$ cat src/rtl/core/mpsc_pkg.sv
package mpsc_pkg;

    // Input points arrive in signed Q4.28
    localparam int IN_FRAC       = 28;
    localparam int FRAC_BITS_DEF = 28;
    // Integer bits of z, sign included; |z| stays below 16 between escape tests
    localparam int INT_BITS      = 6;
    // Digit width of the shared multiplier
    localparam int MUL_DIGIT     = 16;

    localparam int ITER_W = 12;
    localparam logic [ITER_W-1:0] MAX_ITER_RESET = 12'd2000;
    localparam logic [ITER_W-1:0] SHADE_PERIOD   = 12'd251;

    // floor(s*255/250)       = (s  * BLUE_SCALE) >> 24, exact for s  <= 250
    // floor(s*s*255/62500)   = (s2 * RED_SCALE)  >> 40, exact for s2 <= 62500
    localparam logic [24:0] BLUE_SCALE = 25'd17112795;
    localparam logic [32:0] RED_SCALE  = 33'd4486007685;

    typedef struct packed {
        logic signed [31:0] c_real;
        logic signed [31:0] c_imag;
    } point_t;

    typedef struct packed {
        logic [ITER_W-1:0] escape_steps;
        logic              escaped;
        logic [7:0]        red;
        logic [7:0]        green;
        logic [7:0]        blue;
    } shade_t;

endpackage

$ cat src/rtl/core/mpsc_mul.sv
module mpsc_mul #(
    parameter int ZW  = mpsc_pkg::FRAC_BITS_DEF + mpsc_pkg::INT_BITS,
    parameter int DIG = mpsc_pkg::MUL_DIGIT
) (
    input  logic                   clk,
    input  logic                   rst_n,
    input  logic                   start,
    input  logic signed [ZW-1:0]   a,
    input  logic signed [ZW-1:0]   b,
    output logic                   done,
    output logic signed [2*ZW-1:0] prod
);
    import mpsc_pkg::*;

    localparam int ND    = (ZW + DIG - 1) / DIG;
    localparam int MBW   = ND * DIG;
    localparam int AW    = ZW + MBW;
    localparam int PW    = 2 * ZW;
    localparam int CNT_W = (ND > 1) ? $clog2(ND) : 1;

    typedef enum logic [1:0] {M_IDLE, M_RUN, M_FIX} mul_state_t;

    mul_state_t         state_reg, state_next;
    logic [ZW-1:0]      ma_reg, ma_next;
    logic [MBW-1:0]     mb_reg, mb_next;
    logic               neg_reg, neg_next;
    logic [AW-1:0]      acc_reg, acc_next;
    logic [CNT_W-1:0]   cnt_reg, cnt_next;
    logic [PW-1:0]      prod_reg, prod_next;
    logic               done_reg, done_next;

    logic [ZW-1:0]      a_mag, b_mag;
    logic [ZW+DIG-1:0]  part;
    logic [PW-1:0]      acc_low;

    assign a_mag   = a[ZW-1] ? ZW'(-a) : a;
    assign b_mag   = b[ZW-1] ? ZW'(-b) : b;
    assign part    = (ZW+DIG)'(ma_reg) * (ZW+DIG)'(mb_reg[MBW-1 -: DIG]);
    assign acc_low = acc_reg[PW-1:0];

    always_comb
    begin
        state_next = state_reg;
        ma_next    = ma_reg;
        mb_next    = mb_reg;
        neg_next   = neg_reg;
        acc_next   = acc_reg;
        cnt_next   = cnt_reg;
        prod_next  = prod_reg;
        done_next  = 1'b0;
        unique case (state_reg)
            M_IDLE:
            begin
                if (start)
                begin
                    ma_next    = a_mag;
                    mb_next    = MBW'(b_mag);
                    neg_next   = a[ZW-1] ^ b[ZW-1];
                    acc_next   = '0;
                    cnt_next   = '0;
                    state_next = M_RUN;
                end
            end
            M_RUN:
            begin
                // Horner step, most significant digit first
                acc_next = {acc_reg[AW-DIG-1:0], {DIG{1'b0}}} + AW'(part);
                mb_next  = {mb_reg[MBW-DIG-1:0], {DIG{1'b0}}};
                cnt_next = cnt_reg + 1'b1;
                if (cnt_reg == CNT_W'(ND - 1))
                    state_next = M_FIX;
            end
            M_FIX:
            begin
                prod_next  = neg_reg ? PW'(-acc_low) : acc_low;
                done_next  = 1'b1;
                state_next = M_IDLE;
            end
            default: state_next = M_IDLE;
        endcase
    end

    always_ff @(posedge clk or negedge rst_n)
    begin
        if (!rst_n)
        begin
            state_reg <= M_IDLE;
            ma_reg    <= '0;
            mb_reg    <= '0;
            neg_reg   <= 1'b0;
            acc_reg   <= '0;
            cnt_reg   <= '0;
            prod_reg  <= '0;
            done_reg  <= 1'b0;
        end
        else
        begin
            state_reg <= state_next;
            ma_reg    <= ma_next;
            mb_reg    <= mb_next;
            neg_reg   <= neg_next;
            acc_reg   <= acc_next;
            cnt_reg   <= cnt_next;
            prod_reg  <= prod_next;
            done_reg  <= done_next;
        end
    end

    assign done = done_reg;
    assign prod = prod_reg;

endmodule

$ cat src/rtl/core/mandelbrot_point_shader_core.sv
// Channel  | Direction | Handshake                 | Payload
// ---------+-----------+---------------------------+-------------------------
// cfg      | in        | cfg_we (no stall)         | cfg_wdata: max_iterations
// point    | in        | point_valid / point_stall | point_t: c_real, c_imag
// shade    | out       | shade_valid / shade_stall | shade_t: steps, color
//
// One point at a time: point_stall is high from acceptance until the result
// is loaded into the output register, which may still wait on shade_stall.
// Each multiply runs on the shared digit-serial multiplier; one iteration is
// three multiplies (zr*zr, zi*zi, zr*zi) plus check and update. After the
// escape test, an inside point goes to output, while an escaped point first
// reduces its step count modulo 251 by repeated subtraction and then computes
// its shade. Async active-low reset.
module mandelbrot_point_shader_core #(
    parameter int FRAC_BITS = mpsc_pkg::FRAC_BITS_DEF
) (
    input  logic                          clk,
    input  logic                          rst_n,
    input  logic                          cfg_we,
    input  logic [mpsc_pkg::ITER_W-1:0]   cfg_wdata,
    input  logic                          point_valid,
    output logic                          point_stall,
    input  mpsc_pkg::point_t              point,
    output logic                          shade_valid,
    input  logic                          shade_stall,
    output mpsc_pkg::shade_t              shade
);
    import mpsc_pkg::*;

    localparam int ZW = FRAC_BITS + INT_BITS;
    localparam int PW = 2 * ZW;
    localparam int CW = ZW + IN_FRAC;
    localparam logic [PW-1:0] FOUR = PW'(1) << (2 * FRAC_BITS + 2);

    typedef enum logic [3:0] {
        S_IDLE, S_SQ_R, S_SQ_I, S_CHECK, S_CROSS, S_UPDATE,
        S_MOD, S_SHADE_SQ, S_SHADE, S_EMIT
    } state_t;

    state_t                state_reg, state_next;
    logic signed [ZW-1:0]  cr_reg, cr_next, ci_reg, ci_next;
    logic signed [ZW-1:0]  zr_reg, zr_next, zi_reg, zi_next;
    logic signed [PW-1:0]  rr_reg, rr_next, diff_reg, diff_next;
    logic [ITER_W-1:0]     step_reg, step_next, s_reg, s_next;
    logic [15:0]           sq_reg, sq_next;
    logic [7:0]            red_reg, red_next, blue_reg, blue_next;
    logic                  escaped_reg, escaped_next;
    logic                  mul_start_reg, mul_start_next;
    logic signed [ZW-1:0]  mul_a_reg, mul_a_next, mul_b_reg, mul_b_next;
    logic [ITER_W-1:0]     max_iter_reg, max_iter_next;
    logic                  shade_valid_reg, shade_valid_next;
    shade_t                shade_reg, shade_next;

    logic                  mul_done;
    logic signed [PW-1:0]  mul_prod;

    logic signed [CW-1:0]  cr_ext, ci_ext, cr_shift, ci_shift;
    logic [PW-1:0]         m2;
    logic signed [PW-1:0]  diff_sh, cross_sh;
    logic signed [ZW-1:0]  zr_new, zi_new;
    logic [32:0]           blue_prod;
    logic [48:0]           red_prod;

    mpsc_mul #(
        .ZW  (ZW),
        .DIG (MUL_DIGIT)
    ) u_mul (
        .clk   (clk),
        .rst_n (rst_n),
        .start (mul_start_reg),
        .a     (mul_a_reg),
        .b     (mul_b_reg),
        .done  (mul_done),
        .prod  (mul_prod)
    );

    // Rescale c from Q4.28 to FRAC_BITS; the right shift floors
    assign cr_ext   = {{(CW-32){point.c_real[31]}}, point.c_real};
    assign ci_ext   = {{(CW-32){point.c_imag[31]}}, point.c_imag};
    assign cr_shift = (cr_ext <<< FRAC_BITS) >>> IN_FRAC;
    assign ci_shift = (ci_ext <<< FRAC_BITS) >>> IN_FRAC;

    assign m2       = rr_reg + mul_prod;
    assign diff_sh  = diff_reg >>> FRAC_BITS;
    assign cross_sh = mul_prod >>> (FRAC_BITS - 1);
    assign zr_new   = ZW'(diff_sh[ZW-1:0]) + cr_reg;
    assign zi_new   = ZW'(cross_sh[ZW-1:0]) + ci_reg;

    assign blue_prod = 33'(s_reg[7:0]) * 33'(BLUE_SCALE);
    assign red_prod  = 49'(sq_reg) * 49'(RED_SCALE);

    always_comb
    begin
        state_next       = state_reg;
        cr_next          = cr_reg;
        ci_next          = ci_reg;
        zr_next          = zr_reg;
        zi_next          = zi_reg;
        rr_next          = rr_reg;
        diff_next        = diff_reg;
        step_next        = step_reg;
        s_next           = s_reg;
        sq_next          = sq_reg;
        red_next         = red_reg;
        blue_next        = blue_reg;
        escaped_next     = escaped_reg;
        mul_start_next   = 1'b0;
        mul_a_next       = mul_a_reg;
        mul_b_next       = mul_b_reg;
        max_iter_next    = cfg_we ? cfg_wdata : max_iter_reg;
        // Drop the output once it is taken
        shade_valid_next = shade_valid_reg & shade_stall;
        shade_next       = shade_reg;

        unique case (state_reg)
            S_IDLE:
            begin
                if (point_valid)
                begin
                    cr_next        = cr_shift[ZW-1:0];
                    ci_next        = ci_shift[ZW-1:0];
                    zr_next        = '0;
                    zi_next        = '0;
                    step_next      = '0;
                    mul_a_next     = '0;
                    mul_b_next     = '0;
                    mul_start_next = 1'b1;
                    state_next     = S_SQ_R;
                end
            end
            S_SQ_R:
            begin
                if (mul_done)
                begin
                    rr_next        = mul_prod;
                    mul_a_next     = zi_reg;
                    mul_b_next     = zi_reg;
                    mul_start_next = 1'b1;
                    state_next     = S_SQ_I;
                end
            end
            S_SQ_I:
            begin
                if (mul_done)
                    state_next = S_CHECK;
            end
            S_CHECK:
            begin
                // mul_prod holds zi^2 here
                diff_next = rr_reg - mul_prod;
                if (m2 >= FOUR)
                begin
                    escaped_next = 1'b1;
                    s_next       = step_reg;
                    state_next   = S_MOD;
                end
                else if (step_reg == max_iter_reg)
                begin
                    escaped_next = 1'b0;
                    red_next     = '0;
                    blue_next    = '0;
                    state_next   = S_EMIT;
                end
                else
                begin
                    mul_a_next     = zr_reg;
                    mul_b_next     = zi_reg;
                    mul_start_next = 1'b1;
                    state_next     = S_CROSS;
                end
            end
            S_CROSS:
            begin
                if (mul_done)
                    state_next = S_UPDATE;
            end
            S_UPDATE:
            begin
                zr_next        = zr_new;
                zi_next        = zi_new;
                step_next      = step_reg + 1'b1;
                mul_a_next     = zr_new;
                mul_b_next     = zr_new;
                mul_start_next = 1'b1;
                state_next     = S_SQ_R;
            end
            S_MOD:
            begin
                if (s_reg >= SHADE_PERIOD)
                    s_next = s_reg - SHADE_PERIOD;
                else
                    state_next = S_SHADE_SQ;
            end
            S_SHADE_SQ:
            begin
                sq_next    = 16'(s_reg[7:0]) * 16'(s_reg[7:0]);
                blue_next  = blue_prod[31:24];
                state_next = S_SHADE;
            end
            S_SHADE:
            begin
                red_next   = red_prod[47:40];
                state_next = S_EMIT;
            end
            S_EMIT:
            begin
                // Hold until the output register is free
                if (!shade_valid_reg || !shade_stall)
                begin
                    shade_valid_next        = 1'b1;
                    shade_next.escape_steps = step_reg;
                    shade_next.escaped      = escaped_reg;
                    shade_next.red          = red_reg;
                    shade_next.green        = red_reg;
                    shade_next.blue         = blue_reg;
                    state_next              = S_IDLE;
                end
            end
            default: state_next = S_IDLE;
        endcase
    end

    always_ff @(posedge clk or negedge rst_n)
    begin
        if (!rst_n)
        begin
            state_reg       <= S_IDLE;
            cr_reg          <= '0;
            ci_reg          <= '0;
            zr_reg          <= '0;
            zi_reg          <= '0;
            rr_reg          <= '0;
            diff_reg        <= '0;
            step_reg        <= '0;
            s_reg           <= '0;
            sq_reg          <= '0;
            red_reg         <= '0;
            blue_reg        <= '0;
            escaped_reg     <= 1'b0;
            mul_start_reg   <= 1'b0;
            mul_a_reg       <= '0;
            mul_b_reg       <= '0;
            max_iter_reg    <= MAX_ITER_RESET;
            shade_valid_reg <= 1'b0;
            shade_reg       <= '0;
        end
        else
        begin
            state_reg       <= state_next;
            cr_reg          <= cr_next;
            ci_reg          <= ci_next;
            zr_reg          <= zr_next;
            zi_reg          <= zi_next;
            rr_reg          <= rr_next;
            diff_reg        <= diff_next;
            step_reg        <= step_next;
            s_reg           <= s_next;
            sq_reg          <= sq_next;
            red_reg         <= red_next;
            blue_reg        <= blue_next;
            escaped_reg     <= escaped_next;
            mul_start_reg   <= mul_start_next;
            mul_a_reg       <= mul_a_next;
            mul_b_reg       <= mul_b_next;
            max_iter_reg    <= max_iter_next;
            shade_valid_reg <= shade_valid_next;
            shade_reg       <= shade_next;
        end
    end

    assign point_stall = (state_reg != S_IDLE);
    assign shade_valid = shade_valid_reg;
    assign shade       = shade_reg;

endmodule

$ cat config.mk
export PLATFORM = sky130hd
export DESIGN_NAME = mandelbrot_point_shader_core
export DESIGN_NICKNAME = d
export VERILOG_FILES = /design/src/rtl/core/mpsc_pkg.sv /design/src/rtl/core/mpsc_mul.sv /design/src/rtl/core/mandelbrot_point_shader_core.sv
export SDC_FILE = /design/constraint.sdc
export NUM_CORES = 2
export LEC_CHECK = 0
export BUFFER_PORTS_ARGS = -buffer_cell sky130_fd_sc_hd__buf_2
export CAP_MARGIN = 20
export CORE_MARGIN = 1
export CORE_UTILIZATION = 30
export CTS_BUF_LIST = sky130_fd_sc_hd__clkbuf_8 sky130_fd_sc_hd__clkbuf_16
export CTS_CLUSTER_SIZE = 12
export DETAILED_ROUTE_END_ITERATION = 10
export PLACE_DENSITY = 0.42
export RECOVER_POWER = 100
export SKIP_CTS_REPAIR_TIMING = 1
export SYNTH_ARGS = -nofsm -noshare
export SYNTH_HDL_FRONTEND = slang
export SYNTH_SLANG_ARGS = --single-unit
$ cat constraint.sdc
create_clock -name clk -period 6.9 [get_ports clk]
set_clock_uncertainty 0.05 [all_clocks]
set_input_delay 0.345 -clock clk [delete_from_list [all_inputs] [get_ports clk]]
set_output_delay 0.345 -clock clk [all_outputs]
set_load 0.02 [all_outputs]
* Word-level counts from Yosys, hierarchy flattened *
Cells that the tools add are included.

word-level totals
  logic and storage cells = 151
  register bits = 658
  output and inout port bits = 39
  input port bits = 81

operators by class
  multiply operators = 4
  bitwise operators = 2
  $lt $le $gt $ge = 2
  muxes and demuxes = 50
  equal/unequal tests = 26
  reductions and logical operators = 26
  $add $sub $neg = 11

operators by type and width
  operator                                                                               number
  34-bit two-way mux                                                                     8
  34-bit case mux with 4 select lines                                                    2
  68-bit two-way mux                                                                     2
  34-bit case mux with 2 select lines                                                    2
  68-bit case mux with 2 select lines                                                    1
  48-bit case mux with 2 select lines                                                    1
  34-bit adder                                                                           2
  68-bit by 50-bit adder with 68-bit output                                              1
  68-bit adder                                                                           1
  68-bit by 59-bit greater-or-equal comparator with 1-bit output, second input constant  1
  34-bit negation                                                                        2
  68-bit negation                                                                        1
  62-bit subtractor                                                                      1
  34-bit by 16-bit multiplier with 50-bit output                                         1
  16-bit by 33-bit multiplier with 48-bit output, second input constant                  1
  48-bit two-way mux                                                                     1
  12-bit case mux with 2 select lines                                                    2
  4-bit case mux with 10 select lines                                                    1
  12-bit two-way mux                                                                     3
  8-bit by 25-bit multiplier with 32-bit output, second input constant                   1
  4-bit two-way mux                                                                      8
  8-bit case mux with 2 select lines                                                     2
  2-bit != test, second input constant                                                   9
  4-bit by 3-bit == test with 1-bit output, second input constant                        4
  other kinds (29)                                                                       63

* Logic depth before layout (Yosys ltp) *
  word-level depth = 4
  depth in mapped cells = 28
  gate-level depth less buffers = 26

* By module *
From an unflattened synthesis, not the netlist that was laid out.

unflattened totals
  cell total of the unflattened synthesis = 7347
  area, all modules = 65420.2 um^2

modules (own cells, without submodules)
  module                        cells each  area each (um^2)  instances
  mandelbrot_point_shader_core  3886        35366.4           1
  mpsc_mul                      3461        30053.8           1

* Least setup slack after synthesis *
OpenSTA, ideal clock, no wires.

  path type = flip-flop to flip-flop
  start point = register u_mul.mb_reg[35]
  end point = register u_mul.acc_reg[57]
  arrival time = 7034 ps
  path buffers = 2
  required time = 6763 ps
  setup time = 87 ps
  slack = -271 ps
  clock period less this slack = 7171 ps
  cell stages (with the launch flop) = 26
  cells stage by stage = dfrtp_1 > clkbuf_1 > clkbuf_1 > nand2_1 > fa_1 > fa_1 > fa_1 > inv_1 > fa_1 > fa_1 > inv_1 > fa_1 > inv_1 > ha_1 > nand4_1 > or2_0 > a21oi_1 > o41ai_1 > o21ai_0 > o21ai_1 > o31ai_1 > a311oi_1 > o41a_1 > nor3_1 > nand3_1 > o211ai_1

between the ends
  cells in the longest elaborated chain, start to end = 3

ends and longest elaborated chain
  element                                         line             RTL
  start, declared                                 mpsc_mul.sv:25   logic [MBW-1:0] mb_reg, mb_next;
  start signal, assigned                          mpsc_mul.sv:100  mb_reg <= mb_next;
  34-bit by 16-bit multiplier with 50-bit output  mpsc_mul.sv:38   assign part = (ZW+DIG)'(ma_reg) * (ZW+DIG)'(mb_reg[MBW-1 -: DIG]);
  68-bit by 50-bit adder with 68-bit output       mpsc_mul.sv:67   acc_next = {acc_reg[AW-DIG-1:0], {DIG{1'b0}}} + AW'(part);
  68-bit case mux with 2 select lines             mpsc_mul.sv:51   unique case (state_reg)
  end signal, assigned                            mpsc_mul.sv:102  acc_reg <= acc_next;
  end, declared                                   mpsc_mul.sv:27   logic [AW-1:0] acc_reg, acc_next;

No other way between the ends.
A chain may end at the register's enable or synchronous reset.

* Final worst setup path *
  start point = register u_mul.mb_reg[36]
  end point = register u_mul.acc_reg[63]

Same word-level chain as after synthesis.

==> reports/metrics.csv <==
stage;metric;value;unit
synth;ys.flop_type;dfrtp_1;
synth;yosysTopAreaCell;dfrtp_1;
placement;dp_cells;10236;
floorplan;core;0.213;sq mm
job;drv_cap;2;
drt;wl_per_cell;20.4;um
finish;nFillCells;21939;
floorplan;rows;169;
sta;min_period;7.11;ns
worst_setup_path;reg2reg_from;u_mul.mb_reg[36];
min_path;min_path_cells;2;
floorplan;start_util;0.303;
sta;finalCritPeriodShare;1.03;
sta;max_freq;141;MHz
finish;drive_above_1_share;0.120;
synth;synth.distinct_cells;99;
synth;yosys.area_share.simple;0.146;
floorplan;die_area;0.217;sq mm
grt;grt_pass1_vias;52869;
sta;rsz0062_at_grt;yes;
min_path;hp-class;in -> reg;
synth;synth_area;0.0646;sq mm
floorplan;die_x;466;um
worst_setup_path;criticalPathCategory;reg -> reg;
grt;grt_max_degree;150;
sta;drv_slew;114;
drt;wl_met3;9.11;mm
drt;top_layer;met4;
synth;synth_seq_cells;629;
run_status;violations;capacitance limit, slew limit, setup timing;
synth;synth_compound_area_frac;0.145;
drt;antenna_left;0;
drt;m1WireLength;99.5;mm
finish;layout.cells.non_filler;10514;
worst_setup_path;worst_ep_arrival_time;7.72;ns
finish;mostFrequentLayoutCell;nand2_1;
sta;setup_violations;16;
synth;synth_cells;7255;
placement;gp_congestion;0.880;
worst_setup_path;reg2regPathDepth;27;
finish;most-common-layout-cells;nand2_1 (1056), inv_1 (1039), fa_1 (647);
drt;wl_met2;99.8;mm
synth;yosysTopAreaCellShare;0.241;
finish;fin_nets;8994;
synth;synthTopCellsByArea;dfrtp_1 (24%), fa_1 (21%), ha_1 (12%);
sta;finalHoldWorstSlack;0.0265;ns
synth;yosys_warnings;0;
clock_tree;clock_latency;0.75;ns
worst_setup_path;cp_data_required_time;7.51;ns
floorplan;ioPinCount;120;
clock_tree;cts_tree;done;
synth;avgSynthCellArea;8.90;sq um
grt;antenna_found_initial;7;
placement;post-place-ws;-0.675;ns
drt;first_iter_violations;2957;
sta;slew_headroom;-2.46;
clock_tree;cts_max_level;3;
sta;tightest_slew;5.20;ns
synth;yosysSeqAreaShare;0.244;
synth;synth-edff-count;0;
finish;area_growth;17.3;%
clock_tree;clock-sinks;629;
clock_tree;clkTransAtPathRegs;0.07;ns
synth;synth-async-reset-ratio;1.00;
synth;synthXorXnorAreaFrac;0.0434;
worst_setup_path;r2r-end;u_mul.acc_reg[63];
synth;synth_top_family_by_area;adder cells;
grt;grt_pass1_wl;330;mm
drt;dr.pass1.iters;5;
synth;synth_fa_ha_area_frac;0.329;
grt;overflow;0;
placement;port_buffers;119;
run_status;status;finished, violations left;
clock_tree;max-clock-path-buffers;3;
synth;muxShareOfSynthArea;0.0113;
clock_tree;cts-root-buf;clkbuf_16;
placement;dp_hpwl;172;mm
floorplan;die_h;466;um
sta;setup_ws;-0.211;ns
drt;wl;214;mm
min_path;whs_endpoint;max_iter_reg[0];
clock_tree;numCtsBuffers;86;
grt;grt.total_usage;0.199;
worst_setup_path;critPathLaunchType;flop;
drt;viasPerCell;4.87;
worst_setup_path;regToRegSetupSlack;-0.21;ns
drt;drc_errors;0;
sta;hold_viol;0;
drt;dr_total_vias;51247;
min_path;hold_start;cfg_we;
worst_setup_path;critPathMaxFanout;7;
worst_setup_path;end_kind;flop;
worst max-delay path by stage:
stage | cells past startpoint | startpoint | endpoint | slack (ns)
after CTS | 28 | u_mul.mb_reg[38] | u_mul.acc_reg[65] | -0.73
final | 27 | u_mul.mb_reg[36] | u_mul.acc_reg[63] | -0.21
after global routing | 27 | u_mul.mb_reg[36] | u_mul.acc_reg[59] | -0.45
after global placement | 28 | u_mul.mb_reg[38] | u_mul.acc_reg[65] | -0.70
after detailed placement | 28 | u_mul.mb_reg[38] | u_mul.acc_reg[65] | -0.67
after floorplan | 25 | u_mul.mb_reg[41] | u_mul.acc_reg[56] | 0.06
critical path, cell delays in order (launching register included):
cell,delay [ns]
dfrtp_2,0.42
buf_12,0.14
buf_12,0.13
and2_4,0.13
fa_1,0.54
inv_2,0.04
fa_1,0.48
fa_2,0.54
inv_2,0.04
fa_1,0.49
fa_1,0.54
inv_2,0.04
fa_1,0.51
inv_2,0.04
ha_4,0.25
nand4_1,0.12
or2_1,0.27
a21oi_4,0.17
o41ai_4,0.09
buf_4,0.15
o21ai_4,0.18
o21ai_4,0.10
o31ai_4,0.34
a311oi_4,0.15
o41a_1,0.44
nor3_4,0.37
nand3_1,0.11
o211ai_1,0.12
metal layers:
metal	vias up	track usage
met5	-	0
met4	0	0.0518
met3	203	0.0272
met2	878	0.326
met1	25681	0.275
li1	24485	-
cell usage after synthesis, drive strengths merged (32+ instances only):
library cell / n
mux2: 58
nor2b: 51
a221oi: 32
and3: 35
clkbuf: 276
o211ai: 45
nor3: 56
inv: 1057
ha: 617
nand4: 38
o21ai: 522
nand2: 1063
a21o: 123
or3: 33
buf: 54
fa: 675
nand3: 98
xnor2: 156
nand2b: 42
o21bai: 58
xor2: 164
a31oi: 34
dfrtp: 623
a21oi: 368
o31ai: 74
nor2: 291
and2: 248
stage by stage:
stage	utilization	instance area, sq um	TNS (ns)
5_1_grt	0.356	75800	-7.30
3_5_place_dp	0.332	70600	-13.18
3_3_place_gp	0.332	70600	-13.86
2_1_floorplan	-	64700	0
6_report	0.356	75800	-1.78
4_1_cts	0.346	73800	-15.15
cell families (layout without fill, tap and decap cells):
kind of cell | after synthesis | after routing
AOI/OAI and AO/OA | 1502 | 1502
xor gates and xnor gates | 320 | 320
buffers and inverters | 1388 | 1819
DFF | 629 | 629
other | 2 | 9
muxes | 66 | 66
and+or+nand+nor | 2056 | 2056
adders and majority gates | 1292 | 1292
cell type report:
cell class	count	area, sq um	share of cell area
clock buffer	97	2300	0.0304
antenna	3	7.51	0.0000991
clock inverter	60	802	0.0106
multi-input combinational	5242	44500	0.587
sequential	629	15800	0.208
timing repair buffer	604	4920	0.0649
inverter	1058	3970	0.0524
tap	2821	3530	0.0466
Power is left out: the tool's default activity adds up to more than one toggle a clock period on the data nets, which glitch-free logic cannot reach.
